## config.mk

```make
export PLATFORM = sky130hd
export DESIGN_NAME = circular_buffer_deque_core
export DESIGN_NICKNAME = d
export VERILOG_FILES = /design/src/hw/rtl/cbd_pkg.sv /design/src/hw/rtl/cbd_ram.sv /design/src/hw/rtl/circular_buffer_deque_core.sv
export SDC_FILE = /design/constraint.sdc
export NUM_CORES = 1
export LEC_CHECK = 0
export ABC_AREA = 1
export BUFFER_PORTS_ARGS = -buffer_cell sky130_fd_sc_hd__buf_2
export CORE_MARGIN = 10
export CORE_UTILIZATION = 50
export DETAILED_ROUTE_END_ITERATION = 6
export PLACE_DENSITY = 0.68
export SETUP_SLACK_MARGIN = 0.15
export SYNTH_ARGS = -nofsm -noshare
export SYNTH_HDL_FRONTEND = slang
export SYNTH_SLANG_ARGS = --single-unit
```

## constraint.sdc

```tcl
create_clock -name clk -period 3.7 [get_ports clk]
set_input_delay 0.555 -clock clk [delete_from_list [all_inputs] [get_ports clk]]
set_output_delay 0.555 -clock clk [all_outputs]
set_load 0.05 [all_outputs]
```

## src/hw/rtl/cbd_pkg.sv

```systemverilog
// Shared types, constants and index helpers for the circular deque core.
// No dependencies; used by the slot memory, the top level and the checker.
package cbd_pkg;

	localparam int DEPTH     = 8;
	localparam int IDX_W     = (DEPTH > 1) ? $clog2(DEPTH) : 1;
	localparam int CNT_W     = $clog2(DEPTH + 1);
	localparam int VAL_W     = 32;
	localparam int KIND_W    = 2;
	localparam int STATUS_W  = 2;
	localparam int OUT_CNT_W = 4;

	typedef logic [IDX_W-1:0]        idx_t;
	typedef logic [CNT_W-1:0]        cnt_t;
	typedef logic signed [VAL_W-1:0] val_t;
	typedef logic [KIND_W-1:0]       kind_t;
	typedef logic [STATUS_W-1:0]     status_t;

	localparam kind_t KIND_PUSH_FRONT = 2'd0;
	localparam kind_t KIND_PUSH_BACK  = 2'd1;
	localparam kind_t KIND_POP_FRONT  = 2'd2;
	localparam kind_t KIND_POP_BACK   = 2'd3;

	localparam status_t STAT_DONE  = 2'd0;
	localparam status_t STAT_FULL  = 2'd1;
	localparam status_t STAT_EMPTY = 2'd2;

	typedef struct packed {
		logic wr_en;
		idx_t wr_addr;
		val_t wr_data;
		logic rd_en;
		idx_t rd_addr;
	} ram_req_t;

	function automatic idx_t wrap_inc(input idx_t i);
		return (i == IDX_W'(DEPTH - 1)) ? '0 : i + IDX_W'(1);
	endfunction

	function automatic idx_t wrap_dec(input idx_t i);
		return (i == '0) ? IDX_W'(DEPTH - 1) : i - IDX_W'(1);
	endfunction

endpackage

```

## src/hw/rtl/cbd_ram.sv

```systemverilog
// Slot memory of the deque: one write port, one read port, registered read data.
// Depends on cbd_pkg for the depth, index and value types.
module cbd_ram (
	input  logic              clk,
	input  cbd_pkg::ram_req_t req,
	output cbd_pkg::val_t     rd_data
);

	cbd_pkg::val_t mem [cbd_pkg::DEPTH];

	always_ff @(posedge clk) begin
		if (req.wr_en) begin
			mem[req.wr_addr] <= req.wr_data;
		end
	end

	always_ff @(posedge clk) begin
		if (req.rd_en) begin
			rd_data <= mem[req.rd_addr];
		end
	end

endmodule

```

## src/hw/rtl/circular_buffer_deque_core.sv

```systemverilog
// Fixed-capacity double-ended queue held in a circular slot memory; each input transfer
// pushes or pops at either end and yields exactly one result transfer. A push, a rejected
// request, or a pop that empties the deque goes straight into the result register; a pop that
// leaves entries first passes through the read state, because the new end value comes from the
// slot memory, whose read data is registered. The front and back values are cached in
// registers, so no other operation reads the memory. A new request is taken once no slot
// read is pending and the result register is empty or is being taken in the same cycle.
// Depends on cbd_pkg and cbd_ram.
module circular_buffer_deque_core (
	input  logic                    clk,
	input  logic                    arst_n,
	input  logic                    in_valid,
	output logic                    in_stall,
	input  cbd_pkg::kind_t          kind,
	input  logic signed [31:0]      push_value,
	output logic                    out_valid,
	input  logic                    out_stall,
	output cbd_pkg::status_t        status,
	output logic signed [31:0]      popped_value,
	output logic signed [31:0]      front_value,
	output logic signed [31:0]      back_value,
	output logic [3:0]              entry_count,
	output logic                    is_empty,
	output logic                    is_full
);

	localparam logic S_IDLE = 1'b0;
	localparam logic S_READ = 1'b1;

	logic state_q;

	cbd_pkg::idx_t head_q, head_d;
	cbd_pkg::idx_t tail_q, tail_d;
	cbd_pkg::cnt_t count_q, count_d;
	cbd_pkg::val_t front_q, front_d;
	cbd_pkg::val_t back_q, back_d;
	logic refill_front_q, refill_front_d;
	logic go_read;

	cbd_pkg::ram_req_t ram_req;
	cbd_pkg::val_t     rd_data;

	cbd_pkg::status_t res_status;
	cbd_pkg::val_t    res_popped;
	cbd_pkg::val_t    res_front;
	cbd_pkg::val_t    res_back;
	cbd_pkg::cnt_t    res_count;
	logic             load_out;
	logic             in_take;

	logic             out_valid_q;
	cbd_pkg::status_t status_q;
	cbd_pkg::val_t    popped_q;
	cbd_pkg::val_t    front_out_q;
	cbd_pkg::val_t    back_out_q;
	cbd_pkg::cnt_t    count_out_q;

	cbd_ram u_ram (
		.clk     (clk),
		.req     (ram_req),
		.rd_data (rd_data)
	);

	assign in_stall = (state_q != S_IDLE) || (out_valid_q && out_stall);
	assign in_take  = in_valid && !in_stall;

	always_comb begin
		head_d         = head_q;
		tail_d         = tail_q;
		count_d        = count_q;
		front_d        = front_q;
		back_d         = back_q;
		refill_front_d = refill_front_q;
		go_read        = 1'b0;
		ram_req        = '0;
		res_status     = cbd_pkg::STAT_DONE;
		res_popped     = '0;

		if (state_q == S_READ) begin
			if (refill_front_q) begin
				front_d = rd_data;
			end else begin
				back_d = rd_data;
			end
		end else if (in_take) begin
			if (kind inside {cbd_pkg::KIND_PUSH_FRONT, cbd_pkg::KIND_PUSH_BACK}) begin
				if (count_q == cbd_pkg::CNT_W'(cbd_pkg::DEPTH)) begin
					res_status = cbd_pkg::STAT_FULL;
				end else if (count_q == '0) begin
					ram_req.wr_en   = 1'b1;
					ram_req.wr_addr = head_q;
					ram_req.wr_data = push_value;
					tail_d          = head_q;
					count_d         = cbd_pkg::CNT_W'(1);
					front_d         = push_value;
					back_d          = push_value;
				end else if (kind == cbd_pkg::KIND_PUSH_FRONT) begin
					head_d          = cbd_pkg::wrap_dec(head_q);
					ram_req.wr_en   = 1'b1;
					ram_req.wr_addr = head_d;
					ram_req.wr_data = push_value;
					count_d         = count_q + cbd_pkg::CNT_W'(1);
					front_d         = push_value;
				end else begin
					tail_d          = cbd_pkg::wrap_inc(tail_q);
					ram_req.wr_en   = 1'b1;
					ram_req.wr_addr = tail_d;
					ram_req.wr_data = push_value;
					count_d         = count_q + cbd_pkg::CNT_W'(1);
					back_d          = push_value;
				end
			end else begin
				if (count_q == '0) begin
					res_status = cbd_pkg::STAT_EMPTY;
				end else begin
					res_popped = (kind == cbd_pkg::KIND_POP_FRONT) ? front_q : back_q;
					count_d    = count_q - cbd_pkg::CNT_W'(1);
					if (count_q == cbd_pkg::CNT_W'(1)) begin
						head_d = '0;
						tail_d = '0;
					end else if (kind == cbd_pkg::KIND_POP_FRONT) begin
						head_d          = cbd_pkg::wrap_inc(head_q);
						ram_req.rd_en   = 1'b1;
						ram_req.rd_addr = head_d;
						refill_front_d  = 1'b1;
						go_read         = 1'b1;
					end else begin
						tail_d          = cbd_pkg::wrap_dec(tail_q);
						ram_req.rd_en   = 1'b1;
						ram_req.rd_addr = tail_d;
						refill_front_d  = 1'b0;
						go_read         = 1'b1;
					end
				end
			end
		end

		res_count = count_d;
		res_front = (count_d == '0) ? '0 : front_d;
		res_back  = (count_d == '0) ? '0 : back_d;
		load_out  = (state_q == S_READ) || (in_take && !go_read);
	end

	always_ff @(posedge clk or negedge arst_n) begin
		if (!arst_n) begin
			state_q        <= S_IDLE;
			head_q         <= '0;
			tail_q         <= '0;
			count_q        <= '0;
			refill_front_q <= 1'b0;
			out_valid_q    <= 1'b0;
		end else begin
			head_q         <= head_d;
			tail_q         <= tail_d;
			count_q        <= count_d;
			refill_front_q <= refill_front_d;
			if (state_q == S_READ) begin
				state_q <= S_IDLE;
			end else if (go_read) begin
				state_q <= S_READ;
			end
			if (load_out) begin
				out_valid_q <= 1'b1;
			end else if (out_valid_q && !out_stall) begin
				out_valid_q <= 1'b0;
			end
		end
	end

	// The popped value of a pop that reads the slot memory is parked in popped_q at the request transfer.
	always_ff @(posedge clk) begin
		front_q <= front_d;
		back_q  <= back_d;
		if (in_take) begin
			popped_q <= res_popped;
		end
		if (load_out) begin
			status_q    <= res_status;
			front_out_q <= res_front;
			back_out_q  <= res_back;
			count_out_q <= res_count;
		end
	end

	assign out_valid    = out_valid_q;
	assign status       = status_q;
	assign popped_value = popped_q;
	assign front_value  = front_out_q;
	assign back_value   = back_out_q;
	assign entry_count  = cbd_pkg::OUT_CNT_W'(count_out_q);
	assign is_empty     = (count_out_q == '0);
	assign is_full      = (count_out_q == cbd_pkg::CNT_W'(cbd_pkg::DEPTH));

endmodule

```

### Word-level counts from Yosys, hierarchy flattened

Memories as Yosys holds them, arrays and structs flattened. A register that Yosys moved wholly into a read port is not among the register bits.
Index checks and enable logic that the tools add are counted.

* input port bits: 38
* output and inout bits: 106
* word-level logic and storage cells: 125
* bits in writable memories: 256
* register bits after elaboration: 179
* memories kept: 1

Memories
* u_ram.mem: words 8, width 32, rd ports 1, clocked after Yosys merged registers in 1, write ports 1, line cbd_ram.sv:9 `cbd_pkg::val_t mem [cbd_pkg::DEPTH];`

* equal/unequal tests: 13
* mux-type cells: 64
* reduce and logical (&&, ||, !) cells: 23
* bitwise operators: 5
* add/sub/neg operators: 6

Operators by type and width (count)
* $mux 32: 15
* $mux 40: 2
* $mux 36: 2
* $mux 35: 2
* $mux 3: 19
* $mux 4: 9
* $mux 1: 13
* $logic_not 4->1: 3
* $eq 4x4->1 const B: 2
* $reduce_and 7->1: 1
* $add 3x1->3 const B: 2
* $eq 3x3->1 const B: 2
* $logic_not 3->1: 2
* $ne 2x2->1 const B: 3
* $reduce_and 6->1: 1
* $sub 3x1->3 const B: 2
* $not 1->1: 5
* $reduce_and 5->1: 1
* $add 4x1->4 const B: 1
* $eq 4x1->1 const B: 1
* $logic_and 1x1->1: 4
* $mux 2: 2
* $reduce_bool 2->1: 2
* $sub 4x1->4 const B: 1
* 11 further kinds: 14

### Logic depth before layout (Yosys ltp)

Gate-level depths: netlist of the first run.

* word-level depth: 10
* gate-level depth with buffers: 14
* mapped depth without buffers: 12

### Cells and area by module

From an unflattened synthesis of the first run, not the netlist that was laid out.

* cells, all modules: 2312
* area, all modules: 21121.5 µm²

Modules (own cells, without submodules)
* cbd_ram: times used 1, seq. area each 8648.3 µm², area an instance 12192.9 µm², cells each 1156
* circular_buffer_deque_core: times used 1, seq. area each 4669.5 µm², area an instance 8928.6 µm², cells each 1156

### Least setup slack after synthesis of the first run

Ideal clock, no wire load.

* kind: reg2reg
* start: register count_q[0]
* end: memory u_ram.mem[1][0] (netlist bit), enable pin
* library setup time: 0.421 ns
* stages on the path, launching flop included: 11
* path buffers: 0
* period minus slack after synthesis: 3.383 ns
* data arrival time: 2.962 ns
* slack: 0.317 ns
* data required time: 3.279 ns
* cell sequence: dfrtp_1 inv_1 ha_1 nand2_1 nor2_4 nand2_1 nand2_1 o21ai_0 nor2_1 inv_1 nor2_1

* word-level cells in the longest chain between the ends: 7
* elaborated cells on any way between the ends: 9
* those cells by class: eq/ne (1); mux (7); reduce/logical (1)

Ends and longest elaborated chain
* start: declaration: line circular_buffer_deque_core.sv:34 `cbd_pkg::cnt_t count_q, count_d;`
* start signal: assignment: line circular_buffer_deque_core.sv:155 `count_q <= count_d;`
* $eq 4x4->1: line circular_buffer_deque_core.sv:87 `if (count_q == cbd_pkg::CNT_W'(cbd_pkg::DEPTH)) begin`
* $mux 36 (*): line circular_buffer_deque_core.sv:87
* $mux 36 (*): line circular_buffer_deque_core.sv:86 `if (kind inside {cbd_pkg::KIND_PUSH_FRONT, cbd_pkg::KIND_PUSH_BACK}) begin`
* $mux 40 (*): line circular_buffer_deque_core.sv:85 `end else if (in_take) begin`
* $mux 40 (*): line circular_buffer_deque_core.sv:79 `if (state_q == S_READ) begin`
* $mux 1: line cbd_ram.sv:12 `if (req.wr_en) begin`
* $mux 1 (implied by the code): line cbd_ram.sv:13 `mem[req.wr_addr] <= req.wr_data;`
* end: declaration: line cbd_ram.sv:9

Mark *: on every way between the ends. The rest lies on a longest branch, timed or not.

### Worst setup path after layout of the first run

* start: register count_q[0]
* end: register front_out_q[13] (netlist: front_value[13]), data pin

* elaborated cells on any way between the ends: 16
* those cells by class: add/sub (2); eq/ne (1); mux (11); reduce/logical (2)

RTL lines
* $logic_not 4->1: line circular_buffer_deque_core.sv:89 `end else if (count_q == '0) begin`
* $mux 32: line circular_buffer_deque_core.sv:89
* $mux 32 (*): line circular_buffer_deque_core.sv:87
* $mux 32 (*): line circular_buffer_deque_core.sv:86
* $mux 32 (*): line circular_buffer_deque_core.sv:85
* $mux 32 (*): line circular_buffer_deque_core.sv:79
* named net front_d[13]: line circular_buffer_deque_core.sv:35 `cbd_pkg::val_t front_q, front_d;`
* end signal: assignment: line circular_buffer_deque_core.sv:179 `front_out_q <= res_front;`
* end: declaration: line circular_buffer_deque_core.sv:54 `cbd_pkg::val_t front_out_q;`

Mark *: on every way through the listed nets, which the timed path passes. The rest lies on a longest branch.
A chain may end at the register's enable or synchronous reset.

==> flow_metrics.env, run 1 <==
export IMPL_outcome="complete, no violations"
export IMPL_tns_ns=0
export IMPL_yosysMostFrequentCell="nand2_1"
export IMPL_fmax_mhz=332
export IMPL_syn_area_um2=21500
export IMPL_slew_headroom_pct=23.2
export IMPL_yosysSeqAreaShare_pct=62.0
export IMPL_n_fill_cell=3694
export IMPL_reg2reg_from="count_q[0]"
export IMPL_grt_pass1_vias=15100
export IMPL_peakVddDrop_mv=0.522
export IMPL_hold_path_class="input port to register"
export IMPL_grt_pass1_wl_um=85800
export IMPL_worstHoldStart="out_stall"
export IMPL_synth_top_area_share_pct=54.6
export IMPL_whs_path_depth=3
export IMPL_die_area_um2=51600
export IMPL_routed_via_density=5.26
export IMPL_die_w_um=227
export IMPL_drt_wl_total_um=55800
export IMPL_cts_sinks=467
export IMPL_reg2reg_depth=11
export IMPL_cts_tree="done"
export IMPL_synth_largest_area_cell="edfxtp_1"
export IMPL_p_leak_nw=11.4
export IMPL_overflow=0
export IMPL_ys_ff_latch=467
export IMPL_cap_violations=0
export IMPL_crit_path_cell_trace="inv_1 -> ha_1 -> nand2_2 -> nand2_1 -> buf_4 -> nand2_2 -> nand2_1 -> nand3_1 -> nand2_1 -> nand2_1 -> inv_1"
export IMPL_ioPinCount=144
export IMPL_num_vias=15800
export IMPL_cts_root_buf="clkbuf_16"
export IMPL_syn_inst=2328
export IMPL_start_util_pct=50.8
export IMPL_ys_top_cells_by_area="edfxtp_1 (55%), nand2_1 (12%), nand3_1 (8.6%)"
export IMPL_r2r_end="front_value[13]"
export IMPL_dominantRegCellSynth="edfxtp_1"
export IMPL_die_h_um=227
export IMPL_critPathRequiredTime_ns=4.14
export IMPL_swShare_pct=39.5
export IMPL_period_needed_ns=3.01
export IMPL_tightest_slew_ns=1.15
export IMPL_drive_above_1_share_pct=11.7
export IMPL_postSynthAreaPerCell_um2=9.22
export IMPL_synth_distinct_cells=30
export IMPL_power_share_clock_pct=24.4
export IMPL_critPathKind="register to register"
export IMPL_nets=2488
export IMPL_clk_pin_slew_ns=0.06
export IMPL_cp_common_cell="nand2_1"
export IMPL_rows=75
export IMPL_internal_power_w=0.0112
export IMPL_drv_slew=0
export IMPL_wl_per_cell_um=18.5
export IMPL_power_density_nw_per_um2=772
export IMPL_first_pass_iters=5
export IMPL_drtIter0Drc=1635
export IMPL_synth_nets=2378
export IMPL_cp_max_fo=33
export IMPL_clock_latency_ns=0.59
export IMPL_final_core_util_pct=57.0
export IMPL_cp_start_kind="register"
export IMPL_r2r_slack_ns=0.69
export IMPL_grt_max_degree=129
export IMPL_yosys_top_cells_count="nand2_1 (670), inv_1 (436), edfxtp_1 (390)"
export IMPL_antenna_left=0
export IMPL_synth_edf_count=390
export IMPL_slowest_stage="nand2_2"
export IMPL_post_route_period_util_pct=81.5
export IMPL_hold_end="out_valid"
export IMPL_p_seq_share_pct=40.9
export IMPL_num_antenna_cells=0
export IMPL_synthToLayoutAreaGrowth_pct=12.2
export IMPL_p_sw_w=0.00733
export IMPL_coreArea_um2=42200
export IMPL_grt_use_total_pct=21.3
export IMPL_arrival_ns=3.46
export IMPL_antenna_found_initial=0
export IMPL_io_buffer_count=143
export IMPL_clockBufferDepth=3
export IMPL_gp_congestion=0.920
export IMPL_combinationalPowerShare_pct=34.6
export IMPL_cp_slowest_stage_delay_ns=0.59
export IMPL_cts_buffers=47
export IMPL_rsz0062_at_grt="no"
export IMPL_async_reset_ff_share_pct=2.78
export IMPL_setup_viol=0
export IMPL_finalHoldViolCount=0
export IMPL_fin_skew_ns=0.0215
export IMPL_crit_path_end_kind="register"
export IMPL_drc_errors=0
export IMPL_yosys_warnings=0
export IMPL_htree_levels=2
export IMPL_place_hpwl_um=34400
==> kinds of logic (layout without fill, tap and decap cells) <==
logic type,Yosys count,in the layout,share of synthesized area (%)
AOI/OAI and AO/OA,154,154,4.03
adders and majority gates,12,12,0.699
and+or+nand+nor,1122,1122,22.3
xor gates and xnor gates,1,1,0.0408
buffers and inverters,572,718,10.9
DFF,467,467,62.0
==> layout make-up <==
type                       instances  area (um^2)  area share (%)
clock buffer                      58         1230            5.10
clock inverter                    27          215           0.894
inverter                         447         1680            6.97
multi-input combinational       1289         5860            24.3
sequential                       467        13300            55.3
tap                              539          674            2.80
timing repair buffer             186         1100            4.58
==> placed cells by master, fill, tap and decap left out, types with 2 or more instances in the layout <==
| cell | count |
|---|---|
| clkinvlp_4 | 4 |
| clkbuf_1 | 10 |
| nand2_2 | 4 |
| clkinv_1 | 13 |
| nand4_1 | 4 |
| ha_1 | 12 |
| dfrtp_1 | 12 |
| nor4_1 | 2 |
| a21oi_1 | 70 |
| inv_6 | 3 |
| nor2_1 | 53 |
| a21oi_2 | 2 |
| o21ai_1 | 2 |
| o211ai_1 | 33 |
| buf_4 | 37 |
| clkinv_2 | 4 |
| nor2_2 | 11 |
| nor2_4 | 5 |
| dfxtp_1 | 64 |
| nand2_1 | 669 |
| edfxtp_1 | 390 |
| bufinv_16 | 3 |
| inv_2 | 13 |
| inv_1 | 434 |
| nand3_4 | 4 |
| o21ai_0 | 44 |
| buf_12 | 5 |
| clkbuf_16 | 47 |
| buf_2 | 143 |
| nand3_1 | 367 |
==> power groups by stage <==
stage          registers (W)  logic, W  clock network, W
2_1_floorplan        0.00888   0.00357                 0
3_3_place_gp         0.00768   0.00631                 0
3_5_place_dp         0.00771   0.00641                 0
4_1_cts              0.00760   0.00644           0.00462
5_1_grt              0.00770   0.00713           0.00481
6_report             0.00761   0.00644           0.00454
==> timing repair <==
item | CTS | global route
hold endpoints to repair | 13 | 0
hold buffers | 1 | 0
buffers inserted | 0 | 0
resized for setup | 0 | 0
==> worst max-delay path: cells and delay by family (launching register included) <==
kind	cells	cell delay [ns]
adders and majority gates	1	0.32
buffers and inverters	3	0.63
DFF	1	0.45
and+or+nand+nor	7	1.46
==> state kept, by name (all words and copies together) (netlist names) <==
name,cells
count_q,4
entry_count,4
front_q,32
back_q,32
refill_front_q,1
tail_q,3
out_valid,1
front_value,32
u_ram.mem,256
u_ram.rd_data,32
status,2
back_value,32
popped_value,32
head_q,3
state_q,1
==> worst max path at each step <==
stage	startpoint	endpoint	slack, ns	cells after the start
global placement	out_stall	u_ram.rd_data[20]	0.72	12
detailed placement	out_stall	u_ram.rd_data[3]	0.65	12
floorplan	count_q[0]	u_ram.mem[1][0]	0.32	10
finish	count_q[0]	front_value[13]	0.69	11
CTS	count_q[0]	u_ram.mem[1][28]	0.71	10
global route	count_q[0]	u_ram.mem[6][9]	0.46	11
==> through the flow <==
step	std cells	hold WS [ns]	power [W]	setup WS [ns]	cell area, um^2
after global routing	3013	0.316	0.0196	0.464	24100
after CTS	3013	0.274	0.0187	0.713	24100
after global placement	2927	0.501	0.0140	0.718	22600
after floorplan	2328	0.259	0.0125	0.317	21500
after detailed placement	2927	0.498	0.0141	0.647	22600
final	3013	0.300	0.0186	0.686	24100
==> layer usage <==
metal	part of all wire [%]	up-vias	track usage, %
met3	7.8	95	3.36
met4	2.2	0	7.33
li1	-	7681	-
met2	46	599	34.1
met5	0	-	0
met1	44	7466	29.2
Note: power is estimated with default switching activity, not from simulation.
==> inputs of run 2 (changes only) <==
--- a/config.mk
+++ b/config.mk
@@ -10,7 +10,7 @@
 export CORE_MARGIN = 10
 export CORE_UTILIZATION = 50
 export DETAILED_ROUTE_END_ITERATION = 6
-export PLACE_DENSITY = 0.68
+export PLACE_DENSITY = 0.71
 export SETUP_SLACK_MARGIN = 0.15
 export SYNTH_ARGS = -nofsm -noshare
 export SYNTH_HDL_FRONTEND = slang
==> constraint.sdc (replaced) <==
create_clock -name clk -period 2.6 [get_ports clk]
set_input_delay 0.39 -clock clk [delete_from_list [all_inputs] [get_ports clk]]
set_output_delay 0.39 -clock clk [all_outputs]
set_load 0.05 [all_outputs]
==> flow_metrics.env, run 2 (synthesis gave the netlist of run 1 again) <==
export IMPL_antenna_found_initial=2
export IMPL_antenna_left=0
export IMPL_ioPinCount=144
export IMPL_htree_levels=2
export IMPL_fin_skew_ns=0.0208
export IMPL_multi_input_area_um2=5950
export IMPL_slew_headroom_pct=48.2
export IMPL_nets=2518
export IMPL_synthToLayoutAreaGrowth_pct=16.6
export IMPL_p_leak_nw=11.8
export IMPL_critPathRequiredTime_ns=3.01
export IMPL_crit_path_end_kind="register"
export IMPL_clockBufferDepth=3
export IMPL_cp_common_cell="nand2_1"
export IMPL_die_w_um=227
export IMPL_fin_ws_ns=0.249
export IMPL_cap_violations=0
export IMPL_outcome="complete, no violations"
export IMPL_die_h_um=227
export IMPL_clk_pin_slew_ns=0.07
export IMPL_period_needed_ns=2.35
export IMPL_placed_area_um2=23200
export IMPL_grt_pass1_vias=15300
export IMPL_pre_cts_slack_ns=0.131
export IMPL_slowest_stage="dfrtp_1"
export IMPL_die_area_um2=51600
export IMPL_rows=75
export IMPL_rsz0062_at_grt="yes"
export IMPL_first_pass_iters=6
export IMPL_cts_tree="done"
export IMPL_finalHoldViolCount=0
export IMPL_setup_viol=0
export IMPL_fin_area_um2=25000
export IMPL_r2r_slack_ns=0.25
export IMPL_hold_path_class="input port to register"
export IMPL_cts_buffers=48
export IMPL_grt_pass1_wl_um=86500
export IMPL_cp_slowest_stage_delay_ns=0.40
export IMPL_drtIter0Drc=1581
export IMPL_num_antenna_cells=0
export IMPL_peakVddDrop_mv=0.707
export IMPL_crit_path_cell_trace="ha_1 -> ha_1 -> nor2_1 -> nand2_1 -> nand2_4 -> nand3_4 -> buf_12 -> nand2_1 -> nand3_1 -> nand2_1 -> nand2_1 -> nand2_1"
export IMPL_num_vias=16200
export IMPL_overflow=0
export IMPL_drv_slew=0
export IMPL_largest_reg_flops=256
export IMPL_seq_area_um2=13300
export IMPL_n_fill_cell=3453
export IMPL_fmax_mhz=425
export IMPL_final_cells=3047
export IMPL_io_buffer_count=143
export IMPL_coreArea_um2=42200
export IMPL_critPathKind="register to register"
export IMPL_gp_congestion=0.903
export IMPL_grt_max_degree=100
export IMPL_drc_errors=0
export IMPL_clock_latency_ns=0.59
export IMPL_max_flop_register="u_ram.mem"
export IMPL_cp_start_kind="register"
export IMPL_drive_above_1_share_pct=13.9
export IMPL_cp_max_fo=32
export IMPL_tightest_slew_ns=0.775
export IMPL_power_density_nw_per_um2=1120
export IMPL_grt_use_total_pct=21.4
export IMPL_cts_sinks=467
export IMPL_place_hpwl_um=35100
export IMPL_routed_via_density=5.32
export IMPL_wl_per_cell_um=18.5
export IMPL_mostFrequentLayoutCell="nand2_1"
export IMPL_cts_root_buf="clkbuf_16"
export IMPL_post_route_period_util_pct=90.4
export IMPL_arrival_ns=2.76
export IMPL_layout_common_cells="nand2_1 (664), inv_1 (431), edfxtp_1 (390)"
export IMPL_placedCellCount=2946
export IMPL_start_util_pct=50.8
export IMPL_drt_wl_total_um=56300
run 2: stage by stage:
stage	hold slack [ns]	utilization [%]	TNS (ns)	power [W]
floorplan	0.0944	-	-0.0313	0.0178
global placement	0.334	54.8	0	0.0204
detailed placement	0.335	54.8	0	0.0206
CTS	0.106	58.9	0	0.0279
global route	0.128	59.2	0	0.0294
finish	0.126	59.2	0	0.0279
run 2: final timing paths:
path                       cells after the start                 to      start
max in group asynchronous                      2         count_q[2]     arst_n
hold / removal                                 3          out_valid  out_stall
hold reg to reg                                2          tail_q[1]  tail_q[1]
setup reg to reg                              12  u_ram.rd_data[12]  head_q[0]
setup / recovery                              12  u_ram.rd_data[12]  head_q[0]
min in group asynchronous                      2          out_valid     arst_n
run 2: worst max-delay path: cells and delay by family, from the launching register on:
family                     cells  cell delay, ns
buffers and inverters          1            0.26
and+or+nand+nor                9            1.12
adders and majority gates      2            0.38
DFF                            1            0.40
run 2: cell type report:
class	count	area share (%)
clock inverters	33	1.55
repair buffers	215	6.78
flip-flops and latches	467	53.2
inverters	447	6.74
clock buffers	57	5.19
multi-input cells	1289	23.8
well taps	539	2.70
run 2: per-layer routing:
metal  global-route usage, %  vias up  wire (um)
met3                    4.45       98       5210
li1                        -     7762          -
met2                    33.5      709      26000
met1                    29.3     7640      23800
met4                    7.09        2       1340
met5                       0        -         12
run 2: power by group:
part	total [W]	switching [W]	internal, W	leakage [nW]
combinational	0.00983	0.00723	0.00259	6.53
sequential	0.0108	0.000661	0.0101	4.44
clock	0.00729	0.00292	0.00437	0.826
total	0.0279	0.0108	0.0171	11.8
run 2: timing repair:
| action | CTS | global route |
|---|---|---|
| hold buffers | 1 | 0 |
| cloned | 0 | 3 |
| setup buffers | 0 | 7 |
| pin swaps | 1 | 7 |
| hold endpoints to repair | 13 | 0 |
| gates resized for setup | 0 | 11 |
| endpoints found under the setup margin | 18 | 264 |
==> inputs of run 3 (changes only) <==
--- a/config.mk
+++ b/config.mk
@@ -5,12 +5,11 @@
 export SDC_FILE = /design/constraint.sdc
 export NUM_CORES = 1
 export LEC_CHECK = 0
-export ABC_AREA = 1
 export BUFFER_PORTS_ARGS = -buffer_cell sky130_fd_sc_hd__buf_2
 export CORE_MARGIN = 10
 export CORE_UTILIZATION = 50
 export DETAILED_ROUTE_END_ITERATION = 6
-export PLACE_DENSITY = 0.71
+export PLACE_DENSITY = 0.68
 export SETUP_SLACK_MARGIN = 0.15
 export SYNTH_ARGS = -nofsm -noshare
 export SYNTH_HDL_FRONTEND = slang
==> constraint.sdc (replaced) <==
create_clock -name clk -period 2.3 [get_ports clk]
set_input_delay 0.345 -clock clk [delete_from_list [all_inputs] [get_ports clk]]
set_output_delay 0.345 -clock clk [all_outputs]
set_load 0.05 [all_outputs]
==> flow_metrics.env, run 3 <==
export IMPL_outcome="complete, but fails checks"
export IMPL_violations="setup timing"
export IMPL_critPathKind="register to register"
export IMPL_synthToLayoutAreaGrowth_pct=51.8
export IMPL_mostFrequentLayoutCell="edfxtp_1"
export IMPL_die_h_um=224
export IMPL_syn_area_um2=20800
export IMPL_wl_met2_um=40500
export IMPL_clockBufferDepth=3
export IMPL_cts_sinks=467
export IMPL_critPathRequiredTime_ns=2.60
export IMPL_final_core_util_pct=77.1
export IMPL_r2r_slack_ns=-0.72
export IMPL_ioPinCount=144
export IMPL_syn_inst=1581
export IMPL_layout_common_cells="edfxtp_1 (390), buf_4 (165), buf_2 (142)"
export IMPL_die_area_um2=50100
export IMPL_cp_max_fo=14
export IMPL_ys_ff_latch=467
export IMPL_antenna_found_initial=5
export IMPL_drc_errors=0
export IMPL_cts_root_buf="clkbuf_16"
export IMPL_drt_wl_total_um=86300
export IMPL_largest_reg_flops=256
export IMPL_placed_area_um2=24400
export IMPL_rsz0062_at_grt="yes"
export IMPL_synth_distinct_cells=58
export IMPL_coreArea_um2=40900
export IMPL_first_pass_iters=6
export IMPL_rows=74
export IMPL_placedCellCount=2339
export IMPL_cp_start_kind="register"
export IMPL_synth_largest_area_cell="edfxtp_1"
export IMPL_fin_area_um2=31500
export IMPL_r2r_end="u_ram.rd_data[2]"
export IMPL_max_flop_register="u_ram.mem"
export IMPL_routed_via_density=7.14
export IMPL_worstHoldStart="push_value[10]"
export IMPL_p_leak_nw=11.5
export IMPL_tns_ns=-157.45
export IMPL_grt_use_total_pct=23.8
export IMPL_finalHoldViolCount=0
export IMPL_yosysMostFrequentCell="edfxtp_1"
export IMPL_hold_end="u_ram.mem[7][10]"
export IMPL_period_needed_ns=3.02
export IMPL_grt_pass1_vias=15800
export IMPL_wl_per_cell_um=33.7
export IMPL_peakVddDrop_mv=0.835
export IMPL_whs_path_depth=2
export IMPL_slew_headroom_pct=53.4
export IMPL_postSynthAreaPerCell_um2=13.1
export IMPL_n_fill_cell=1951
export IMPL_fin_ws_ns=-0.715
export IMPL_grt_pass1_wl_um=94400
export IMPL_cts_tree="done"
export IMPL_setup_viol=587
export IMPL_drv_slew=0
export IMPL_yosys_top_cells_count="edfxtp_1 (390), a211oi_1 (132), a2111oi_0 (128)"
export IMPL_drtIter0Drc=3015
export IMPL_dominantRegCellSynth="edfxtp_1"
export IMPL_io_buffer_count=143
export IMPL_final_cells=2562
export IMPL_arrival_ns=3.31
export IMPL_synth_top_area_share_pct=56.4
export IMPL_place_hpwl_um=38800
export IMPL_synth_edf_count=390
export IMPL_reg2reg_depth=8
export IMPL_synth_nets=1631
export IMPL_reg2reg_from="head_q[1]"
export IMPL_grt_max_degree=194
export IMPL_clk_pin_slew_ns=0.07
export IMPL_nets=2043
export IMPL_gp_congestion=0.868
export IMPL_start_util_pct=50.8
export IMPL_die_w_um=224
export IMPL_overflow=0
export IMPL_fin_skew_ns=0.0249
export IMPL_antenna_left=0
export IMPL_wl_met3_um=10400
export IMPL_tightest_slew_ns=0.681
export IMPL_cts_buffers=47
export IMPL_clock_latency_ns=0.60
export IMPL_htree_levels=2
export IMPL_power_density_nw_per_um2=1420
export IMPL_post_route_period_util_pct=131
export IMPL_drive_above_1_share_pct=51.1
export IMPL_async_reset_ff_share_pct=2.78
export IMPL_ys_top_cells_by_area="edfxtp_1 (56%), dfxtp_1 (6.2%), a2111oi_0 (5.4%)"
export IMPL_crit_path_end_kind="register"
export IMPL_yosys_warnings=0
export IMPL_cap_violations=0
export IMPL_top_layer_used="met4"
export IMPL_wirelength_met1_um=28800
export IMPL_hold_path_class="input port to register"
export IMPL_fmax_mhz=332
export IMPL_yosysSeqAreaShare_pct=64.1
export IMPL_num_vias=18300
==> run 3: changes by cell type in the layout (fill, tap and decap cells not counted), sizes merged, moves of 36 or more <==
cell,previous run,this run
o21ai,46,10
a2111oi,0,192
and3,0,64
inv,447,110
clkbuf,59,96
nand3,372,7
a211oi,0,132
mux2i,0,97
nand2,674,79
a21oi,72,108
nor2,69,20
buf,212,477
==> run 3: layout make-up <==
| type | count | area (um^2) | share of cell area [%] |
|---|---|---|---|
| multi-input combinational | 852 | 9740 | 30.9 |
| antenna | 3 | 7.51 | 0.0238 |
| inverter | 107 | 402 | 1.27 |
| clock inverter | 26 | 279 | 0.885 |
| timing repair buffer | 518 | 5870 | 18.6 |
| sequential | 467 | 13300 | 42.3 |
| clock buffer | 57 | 1240 | 3.94 |
| tap | 532 | 666 | 2.11 |
==> run 3: where the power goes <==
group / switching (W) / internal (W)
logic: 0.0141 / 0.00945
registers: 0.00159 / 0.0118
clock network: 0.00350 / 0.00433
total: 0.0192 / 0.0256
==> run 3: worst max path at each step <==
| stage | start | endpoint | slack (ns) | cells after the start |
|---|---|---|---|---|
| 2_1_floorplan | count_q[1] | back_value[0] | -0.75 | 8 |
| 3_3_place_gp | head_q[1] | u_ram.rd_data[25] | -0.48 | 8 |
| 3_5_place_dp | head_q[1] | u_ram.rd_data[9] | -0.56 | 8 |
| 4_1_cts | count_q[0] | u_ram.rd_data[16] | -0.37 | 11 |
| 5_1_grt | head_q[1] | u_ram.rd_data[2] | -0.67 | 8 |
| 6_report | head_q[1] | u_ram.rd_data[2] | -0.72 | 8 |
==> run 3: layer usage <==
layer | global-route usage, % | vias to the layer above
met3 | 4.90 | 505
met4 | 8.33 | 0
met1 | 31.2 | 8966
li1 | - | 7072
met2 | 38.7 | 1745
met5 | 0 | -
==> run 3: cells by family after synthesis <==
| logic type | Yosys count | synth area share (%) |
|---|---|---|
| AOI/OAI and AO/OA | 501 | 19.2 |
| adders and majority gates | 12 | 0.722 |
| buffers and inverters | 262 | 5.05 |
| DFF | 467 | 64.1 |
| muxes | 97 | 4.67 |
| and+or+nand+nor | 242 | 6.24 |
==> run 3: repair_timing <==
item	in CTS	in global routing
hold endpoints to repair	13	0
hold buffers	1	0
pin swaps	28	134
gates cloned	6	52
gates resized for setup	209	572
endpoints found under the setup margin	622	764
buffers inserted	10	68
==> run 3: worst max-delay path, cell delays in order (launching register included) <==
cell and delay (ns):
dfrtp_1 0.40, ha_2 0.20, ha_2 0.17, or3_4 0.40
buf_16 0.21, buf_12 0.17, a2111oi_2 0.51, a221oi_2 0.08
a2111oi_1 0.58
==> run 3: stage by stage <==
| step | hold slack (ns) | total power (W) | worst slack (ns) |
|---|---|---|---|
| floorplan | 0.0494 | 0.0221 | -0.749 |
| global placement | 0.270 | 0.0279 | -0.483 |
| detailed placement | 0.283 | 0.0284 | -0.560 |
| CTS | 0.174 | 0.0376 | -0.370 |
| global route | 0.197 | 0.0456 | -0.667 |
| finish | 0.191 | 0.0447 | -0.715 |
